**src/rtl/csp_pkg.sv**
```systemverilog
package csp_pkg;

  localparam int COORD_BITS = 16;
  // p - s and e - s
  localparam int DIFF_W = COORD_BITS + 1;
  localparam int PROD_W = 2 * DIFF_W;
  localparam int DOT_W = PROD_W + 1;
  // |d|^2 is below 2^(2*COORD_BITS+1)
  localparam int LEN_W = 2 * COORD_BITS + 1;
  // divisor 2*|d|^2, and every partial remainder stays below it
  localparam int DEN_W = LEN_W + 1;
  // 2*|dc|*dot + |d|^2
  localparam int NUM_W = COORD_BITS + LEN_W + 2;
  localparam int MUL_W = COORD_BITS + LEN_W;
  localparam int DATA_W = ((2 * COORD_BITS + 7) / 8) * 8;
  localparam int CFG_IDX_W = 2;

  typedef enum logic [1:0] {
    CASE_DEGEN    = 2'd0,
    CASE_START    = 2'd1,
    CASE_END      = 2'd2,
    CASE_INTERIOR = 2'd3
  } case_t;

  typedef enum logic [CFG_IDX_W-1:0] {
    REG_START_X = 2'd0,
    REG_START_Y = 2'd1,
    REG_END_X   = 2'd2,
    REG_END_Y   = 2'd3
  } cfg_reg_t;

  typedef logic signed [COORD_BITS-1:0] coord_t;

  typedef struct packed {
    coord_t start_x;
    coord_t start_y;
    coord_t end_x;
    coord_t end_y;
  } seg_t;

  // what one divider cell hands to the next
  typedef struct packed {
    logic [DEN_W-1:0]      rem_x;
    logic [DEN_W-1:0]      rem_y;
    logic [DEN_W-1:0]      den;
    logic [COORD_BITS-1:0] low_x;
    logic [COORD_BITS-1:0] low_y;
    logic [COORD_BITS-1:0] quo_x;
    logic [COORD_BITS-1:0] quo_y;
    case_t                 code;
  } cell_data_t;

endpackage

```
**src/rtl/csp_div_cell.sv**
```systemverilog
module csp_div_cell (
  input  logic                clk,
  input  logic                rst,
  input  logic                in_valid,
  output logic                in_ready,
  input  csp_pkg::cell_data_t in_data,
  output logic                out_valid,
  input  logic                out_ready,
  output csp_pkg::cell_data_t out_data
);
  import csp_pkg::*;

  logic [DEN_W:0]   trial_x, trial_y, sub_x, sub_y;
  logic             bit_x, bit_y;
  cell_data_t       next_data;

  // bring down the next numerator bit and try one subtract per coordinate
  assign trial_x = {in_data.rem_x, in_data.low_x[COORD_BITS-1]};
  assign trial_y = {in_data.rem_y, in_data.low_y[COORD_BITS-1]};
  assign sub_x   = trial_x - {1'b0, in_data.den};
  assign sub_y   = trial_y - {1'b0, in_data.den};
  assign bit_x   = trial_x >= {1'b0, in_data.den};
  assign bit_y   = trial_y >= {1'b0, in_data.den};

  always_comb begin
    next_data       = in_data;
    next_data.rem_x = bit_x ? sub_x[DEN_W-1:0] : trial_x[DEN_W-1:0];
    next_data.rem_y = bit_y ? sub_y[DEN_W-1:0] : trial_y[DEN_W-1:0];
    next_data.low_x = {in_data.low_x[COORD_BITS-2:0], 1'b0};
    next_data.low_y = {in_data.low_y[COORD_BITS-2:0], 1'b0};
    next_data.quo_x = {in_data.quo_x[COORD_BITS-2:0], bit_x};
    next_data.quo_y = {in_data.quo_y[COORD_BITS-2:0], bit_y};
  end

  assign in_ready = !out_valid || out_ready;

  always_ff @(posedge clk) begin
    if (rst) begin
      out_valid <= 1'b0;
    end else if (in_ready) begin
      out_valid <= in_valid;
    end
  end

  always_ff @(posedge clk) begin
    if (in_ready && in_valid) begin
      out_data <= next_data;
    end
  end

endmodule

```
**config.mk**
```make
export PLATFORM = sky130hd
export DESIGN_NAME = csp_div_cell
export DESIGN_NICKNAME = d
export VERILOG_FILES = /design/src/rtl/csp_pkg.sv /design/src/rtl/csp_div_cell.sv
export SDC_FILE = /design/constraint.sdc
export NUM_CORES = 1
export LEC_CHECK = 0
export BUFFER_PORTS_ARGS = -buffer_cell sky130_fd_sc_hd__buf_2
export CAP_MARGIN = 10
export CORE_UTILIZATION = 40
export CTS_CLUSTER_SIZE = 14
export DETAILED_ROUTE_END_ITERATION = 6
export PLACE_DENSITY_LB_ADDON = 0.08
export SETUP_SLACK_MARGIN = 0.02
export SLEW_MARGIN = 5
export SYNTH_ARGS = -nofsm -noshare
export SYNTH_HDL_FRONTEND = slang
export SYNTH_SLANG_ARGS = --single-unit
export TNS_END_PERCENT = 30
```
**constraint.sdc**
```tcl
create_clock -name clk -period 4.28 [get_ports clk]
set_input_delay 0 -clock clk [delete_from_list [all_inputs] [get_ports clk]]
set_output_delay 0 -clock clk [all_outputs]
set_load 0.03 [all_outputs]
```
==> results of run 1 <==
-- critical path, cell delays in order --
cell           delay, ps
dlygate4sd3_1        570
buf_2                130
inv_1                 60
ha_1                 370
and2_1               240
and3_1               220
a22oi_1              420
a31oi_1              230
a211o_2              400
a21o_1               200
a31oi_4              400
buf_12               270
mux2_2               370
-- logic make-up after synthesis --
logic type | share of synthesized area (%)
DFF | 50.5
AOI/OAI and AO/OA | 16.6
muxes | 5.51
and+or+nand+nor | 10.1
buffers and inverters | 3.66
xor gates and xnor gates | 4.51
other | 0.0379
adders and majority gates | 8.99
-- flip-flops by register name, summed over array words and instances, names as in the netlist --
name,cells
out_data,166
out_valid,1
-- repair_timing --
item,in CTS,in global routing
resized for setup,0,0
hold endpoints to repair,163,0
hold buffers,164,0
setup endpoints to repair,0,0
-- layout make-up --
| cell class | instances | area [µm²] |
|---|---|---|
| inverters | 60 | 225 |
| clock buffers | 17 | 425 |
| well taps | 324 | 405 |
| flip-flops and latches | 167 | 5000 |
| clock inverters | 15 | 195 |
| repair buffers | 508 | 3420 |
| multi-input cells | 630 | 4540 |
| fillers | 2137 | 10100 |
| diodes | 2 | 5.00 |
-- layout by cell type, fill, tap and decap left out, types with 4 or more instances in the layout --
cell type and n:
buf_2 337, edfxtp_1 166, dlygate4sd3_1 164, a21oi_1 88
ha_1 68, nor2_1 65, inv_1 59, nand2_1 54
mux2_2 44, a21o_1 38, o21ai_0 33, xnor2_1 33
xor2_1 18, clkbuf_16 17, nand3_1 16, nor3_1 13
nand4_1 12, o21bai_1 9, o211ai_1 8, a31oi_1 8
and3_1 7, nand2b_1 7, o21a_1 7, nor2b_1 7
clkinv_8 7, a211oi_1 6, and2_1 5, a2111oi_0 5
or2_2 5, mux2i_1 5, nor4_1 5, a31o_2 5
o311ai_0 4, o311a_1 4, buf_4 4
-- power by group --
part           internal [mW]  total, mW  switching (mW)
registers               1.99       2.03          0.0367
logic                  0.616       1.53           0.912
clock network          0.800       1.60           0.798
total                   3.41       5.15            1.75
-- how the worst max path moves through the flow --
stage                     to   startpoint  cells after the start
2_1_floorplan    out_data[0]    out_valid                      2
3_3_place_gp   out_data[113]  in_data[83]                     12
3_5_place_dp   out_data[113]  in_data[83]                     12
4_1_cts        out_data[113]  in_data[83]                     13
5_1_grt        out_data[113]  in_data[83]                     13
6_report       out_data[113]  in_data[83]                     13
-- routing by layer --
layer  vias up  share of wire, %
met5         -                 0
met4         0               2.2
met3        29               5.2
met2       304                49
met1      4150                44
li1       4337                 -
-- stage by stage --
| stage | hold WS [ps] | cell area [µm²] |
|---|---|---|
| detailed placement | 157 | 12000 |
| global route | 45.8 | 14200 |
| finish | 23.0 | 14200 |
| floorplan | 69.1 | 9910 |
| CTS | 19.2 | 14200 |
| global placement | 157 | 12000 |
==> Flow_metrics.wiki, run 1 <==
{| class="wikitable"
! Metric !! Value
|-
| Floorplan die width || 159 µm
|-
| Area growth from synthesis to final layout || 43.6%
|-
| Flip-flop cell with the highest count after synthesis || edfxtp_1
|-
| Number of synthesized flops with an enable pin || 166
|-
| Antenna violations before repair || 2
|-
| DR WL/cell || 17.5 µm
|-
| Setup WS post-layout || 547 ps
|-
| R2r startpoint || out_valid
|-
| Number of top-level design ports || 342
|-
| Worst EP arrival || 3910 ps
|-
| Type of the worst setup path || in2reg
|-
| Endpoint, Worst Hold || out_data[153]
|-
| IR drop worst, VDD || approximately 0.22 mV
|-
| Share of flip-flops with an asynchronous set or reset || 0%
|-
| Final Instance Count excl. Fillers || 1723
|-
| Number of DRC violations after detailed-routing iteration 0 || 509
|-
| Minimum setup slack after placement || between 600 and 700 ps
|-
| Power, Total || 5.15 mW
|-
| Critical path startpoint category || primary input
|-
| Count of max-cap constraint violations || 0
|-
| Detailed placement HPWL || 22.6 mm
|-
| Number of warnings reported in the yosys synthesis log || 0
|-
| Antenna violation net count after detailed routing || 0
|-
| Post CTS Setup Buffer Count || 0
|-
| Cell row count || 57
|-
| TNS Setup || 0 ps
|-
| RD Place Congestion || approximately 0.86
|-
| Clock root buffer || clkbuf_16
|-
| Largest net degree at the start of global routing || between 70 and 80
|-
| Capture instance of the worst register-to-register path || out_data[166]
|-
| Number of cells traversed by the worst register-to-register path || 3
|-
| Standby leakage power || between 6 and 7 nW
|-
| Fin util || 58.5%
|-
| Max FO, Critical Path || 28
|-
| Worst clock skew on the final layout || 15.4 ps
|-
| Top cell type's share of synthesized area || 50.3%
|-
| Largest buffer count on any clock path || 2
|-
| Number of cells produced by synthesis || 883
|-
| Post-detailed-route via-to-cell ratio || between 5 and 6
|-
| Achievable clock frequency || approximately 0.27 GHz
|-
| Instance count after placement with tap cells included || 1525
|-
| Number of global-route vias before repair || ~8.6k
|-
| Rel. slew slack || 37.4%
|-
| Hold Path Cell Cnt || 3
|-
| Power density relative to cell area || between 300 and 400 nW/µm²
|-
| Overall die height || between 150 and 200 µm
|-
| Syn Std Cell Area || 9910 µm²
|-
| Clock slew at the register clock pins of the worst setup and hold paths || 80 ps
|-
| Routing usage on met2 || 41.4%
|-
| I/O Buffers || 337
|-
| Number of pins with negative max-slew slack in the final report || 0
|-
| Number of unique standard cell types used by synthesis || 69
|-
| Clock buffer count from CTS || 17
|-
| Clk Latency, worst-skew pair || between 400 and 500 ps
|-
| Total clock sinks || 167
|-
| Final count of hold timing violations || 0
|-
| Wirelength, routed || 30.2 mm
|-
| Initial core utilization || 40.7%
|-
| Synth Area per Inst || 11.2 µm²
|-
| Count of vias placed by the detailed router || ~8.8k
|-
| Clock period minus worst slack || 3730 ps
|-
| Commonest cells post-synth || 166 x edfxtp_1, 88 x a21oi_1, 68 x ha_1
|-
| Share of the clock period used by the worst path after layout || a little under 90%
|-
| Final setup violating endpoints || 0
|-
| Proportion of layout cells with a drive suffix above 1 || 31.3%
|-
| RSZ-0062 raised after global routing || false
|-
| Routing usage on met1 || 29.7%
|-
| Global Route Usage Sum || a little under a quarter
|-
| Flip-flop and latch count after synthesis || 167
|-
| Placeable core region || 24300 µm²
|-
| Run status || completed
|-
| Hold WC Path Type || in2reg
|-
| Kind of capture point of the worst setup path || flop
|-
| Grt total ovfl || 0
|-
| Number of H-tree levels || 4
|-
| Most area-consuming cells after synthesis || edfxtp_1 50%, ha_1 8.6%, mux2_2 5.0%
|-
| Register-to-register setup slack || 2190 ps
|-
| Register area share after synthesis || 50.5%
|-
| Area of the die || around 25000 µm²
|-
| Global-route wire length before repair || 46.4 mm
|-
| Library cell with the highest instance count after synthesis || edfxtp_1
|-
| Cell taking the most area after synthesis || edfxtp_1
|-
| Data required time of the critical path || about 4500 ps
|-
| Most crowded layer after global routing || met2
|-
| Number of DRC violations after detailed routing || 0
|-
| Actual transition at the worst max-transition pin || between 900 and 1000 ps
|-
| Detailed-router iteration count before antenna repair || 5
|-
| Critical hold path startpoint || in_data[152]
|-
| Final layout net count || 1626
|-
| Met3 Resource Use GR || 4.22%
|-
| CTS tree || done
|}
Power figures use the tool's default switching activity.
==> run 2, diff against run 1 <==
==> constraint.sdc (replaced) <==
create_clock -name clk -period 4.28 [get_ports clk]
set_input_delay 0.856 -clock clk [delete_from_list [all_inputs] [get_ports clk]]
set_output_delay 0.856 -clock clk [all_outputs]
set_load 0.03 [all_outputs]
==> Flow_metrics.wiki, run 2 (synthesis gave the netlist of run 1 again) <==
{| class="wikitable"
! Metric !! Value
|-
| Largest net degree at the start of global routing || between 70 and 80
|-
| Reg with most FFs || out_data
|-
| Power, Total || around 5.1 mW
|-
| Achievable clock frequency || 0.275 GHz
|-
| Endpoint, Worst Hold || out_valid
|-
| Capture instance of the worst register-to-register path || out_data[113]
|-
| Kind of capture point of the worst setup path || flop
|-
| Clock buffer count from CTS || 17
|-
| Worst EP arrival || about 3800 ps
|-
| Number of top-level design ports || approximately 340
|-
| R2r startpoint || out_valid
|-
| Minimum setup slack after placement || approximately 190 ps
|-
| Wirelength, routed || 28.6 mm
|-
| Combined area of the multi-input logic cells || 4540 µm²
|-
| Data required time of the critical path || 4470 ps
|-
| DR WL/cell || about 18 µm
|-
| Number of hold buffers added after cts || 0
|-
| Area growth from synthesis to final layout || 28.6%
|-
| Count of cells resized by post-cts repair || 0
|-
| Top cell by count, worst path || inv_1
|-
| Master of the slowest instance on the critical path || or4_1
|-
| Seq. cell area || 5000 µm²
|-
| Regs by FF count || out_data x166, out_valid x1
|-
| Total clock sinks || between 150 and 200
|-
| Commonest cells after routing, fill and taps aside || 337 x buf_2, 166 x edfxtp_1, 88 x a21oi_1, 68 x ha_1, 65 x nor2_1
|-
| Clock period minus worst slack || 3640 ps
|-
| Most common cell after layout, fill and taps aside || buf_2
|-
| Hold WC Path Type || reg2reg
|-
| Area of the die || roughly 25000 µm²
|-
| Final count of hold timing violations || 0
|-
| Setup WS post-layout || 638 ps
|-
| Number of DRC violations after detailed routing || 0
|-
| Run status || completed
|-
| Post-detailed-route via-to-cell ratio || 5.12
|-
| Overall die height || 159 µm
|-
| Floorplan die width || 159 µm
|-
| Cell row count || 57
|-
| Critical path startpoint category || primary input
|-
| Instance count after placement with tap cells included || 1542
|-
| Max FO, Critical Path || 5
|-
| Slowest cell delay on critical path || ~520 ps
|-
| Number of pins with negative max-slew slack in the final report || 0
|-
| Power density relative to cell area || 396 nW/µm²
|-
| Clock slew at the register clock pins of the worst setup and hold paths || about 80 ps
|-
| Count of vias placed by the detailed router || 8082
|-
| RD Place Congestion || around 0.86
|-
| Antenna violation net count after detailed routing || 0
|-
| Max FFs per register || 166
|-
| Register-to-register setup slack || 2420 ps
|-
| Number of global-route vias before repair || approximately 7.8k
|-
| Final Instance Count excl. Fillers || 1577
|-
| Critical hold path startpoint || out_valid
|-
| Cell breakdown of the critical path || buf_2, inv_1, ha_1, inv_1, fa_1, a211oi_1, o21ai_1, a311oi_1, nor2_1, a211oi_2, nor3_1, or4_1, mux2_2
|-
| Initial core utilization || 40.7%
|-
| Placeable core region || between 20000 and 25000 µm²
|-
| Number of cells traversed by the worst register-to-register path || 3
|-
| Detailed placement HPWL || 23.0 mm
|-
| Type of the worst setup path || in2reg
|-
| Clock root buffer || clkbuf_16
|-
| Final setup violating endpoints || 0
|-
| Clk Latency, worst-skew pair || 430 ps
|-
| Largest buffer count on any clock path || 2
|-
| Final Hold Slack || about 520 ps
|-
| I/O Buffers || between 300 and 400
|-
| Proportion of layout cells with a drive suffix above 1 || 36.3%
|-
| Global-route wire length before repair || 43.4 mm
|-
| Number of H-tree levels || 4
|-
| Worst clock skew on the final layout || between 15 and 20 ps
|-
| RSZ-0062 raised after global routing || false
|-
| Post CTS Setup Buffer Count || 0
|-
| TNS Setup || 0 ps
|-
| Count of max-cap constraint violations || 0
|-
| CTS tree || done
|-
| Rel. slew slack || 43.7%
|-
| Grt total ovfl || 0
|-
| Antenna violations before repair || 7
|-
| Global Route Usage Sum || a little under a quarter
|-
| Hold Path Cell Cnt || 2
|-
| Detailed-router iteration count before antenna repair || 5
|-
| Share of the clock period used by the worst path after layout || 85.1%
|-
| Standby leakage power || between 5 and 6 nW
|-
| IR drop worst, VDD || 0.197 mV
|-
| Final layout net count || 1479
|-
| Number of DRC violations after detailed-routing iteration 0 || 407
|-
| FILL cells || ~2.3k
|-
| Actual transition at the worst max-transition pin || ~830 ps
|}
run 2: changes by cell type in the layout (fill, tap and decap cells not counted):
cell | previous run | this run
dlygate4sd3_1 | 164 | 0
buf_4 | 4 | 19
inv_6 | 3 | 0
buf_12 | 3 | 5
clkinv_4 | 1 | 3
diode_2 | 2 | 3
inv_8 | 2 | 3
run 2: how the worst max path moves through the flow:
stage | start | to | slack [ps] | cells past startpoint
6_report | in_data[49] | out_data[128] | 640 | 13
5_1_grt | in_data[49] | out_data[128] | 360 | 13
3_5_place_dp | in_data[49] | out_data[128] | 190 | 13
3_3_place_gp | in_data[49] | out_data[128] | 190 | 13
4_1_cts | in_data[49] | out_data[128] | 650 | 13
2_1_floorplan | in_data[82] | out_data[125] | 510 | 11
run 2: stage by stage:
step,cell area (µm²),utilization [%]
after CTS,12700,52.4
after detailed placement,12100,49.8
final,12700,52.4
after floorplan,9910,-
after global placement,12100,49.8
after global routing,12700,52.4
run 2: final cells by class:
class | count | share of cell area, %
Antenna cell | 3 | 0.0589
Clock buffer | 17 | 3.34
Clock inverter | 15 | 1.55
Inverter | 60 | 1.77
Multi-Input combinational cell | 630 | 35.7
Sequential cell | 167 | 39.3
Tap cell | 324 | 3.18
Timing Repair Buffer | 361 | 15.1
run 2: worst max-delay path: cells and delay by family:
kind                       cells  cell delay [ps]
AOI/OAI and AO/OA              4             1140
muxes                          1              270
and+or+nand+nor                3              780
buffers and inverters          3              220
adders and majority gates      2              570
run 2: metal layers:
| metal | wire length [µm] | track usage (%) |
|---|---|---|
| met5 | 47 | 0 |
| met4 | 388 | 5.59 |
| met3 | 1730 | 5.16 |
| met2 | 14000 | 39.6 |
| met1 | 12500 | 27.8 |
run 2: where the power goes:
group | switching (mW) | internal (mW) | total [mW]
Sequential | 0.0353 | 1.99 | 2.03
Combinational | 0.887 | 0.538 | 1.43
Clock | 0.800 | 0.800 | 1.60
Total | 1.72 | 3.33 | 5.05
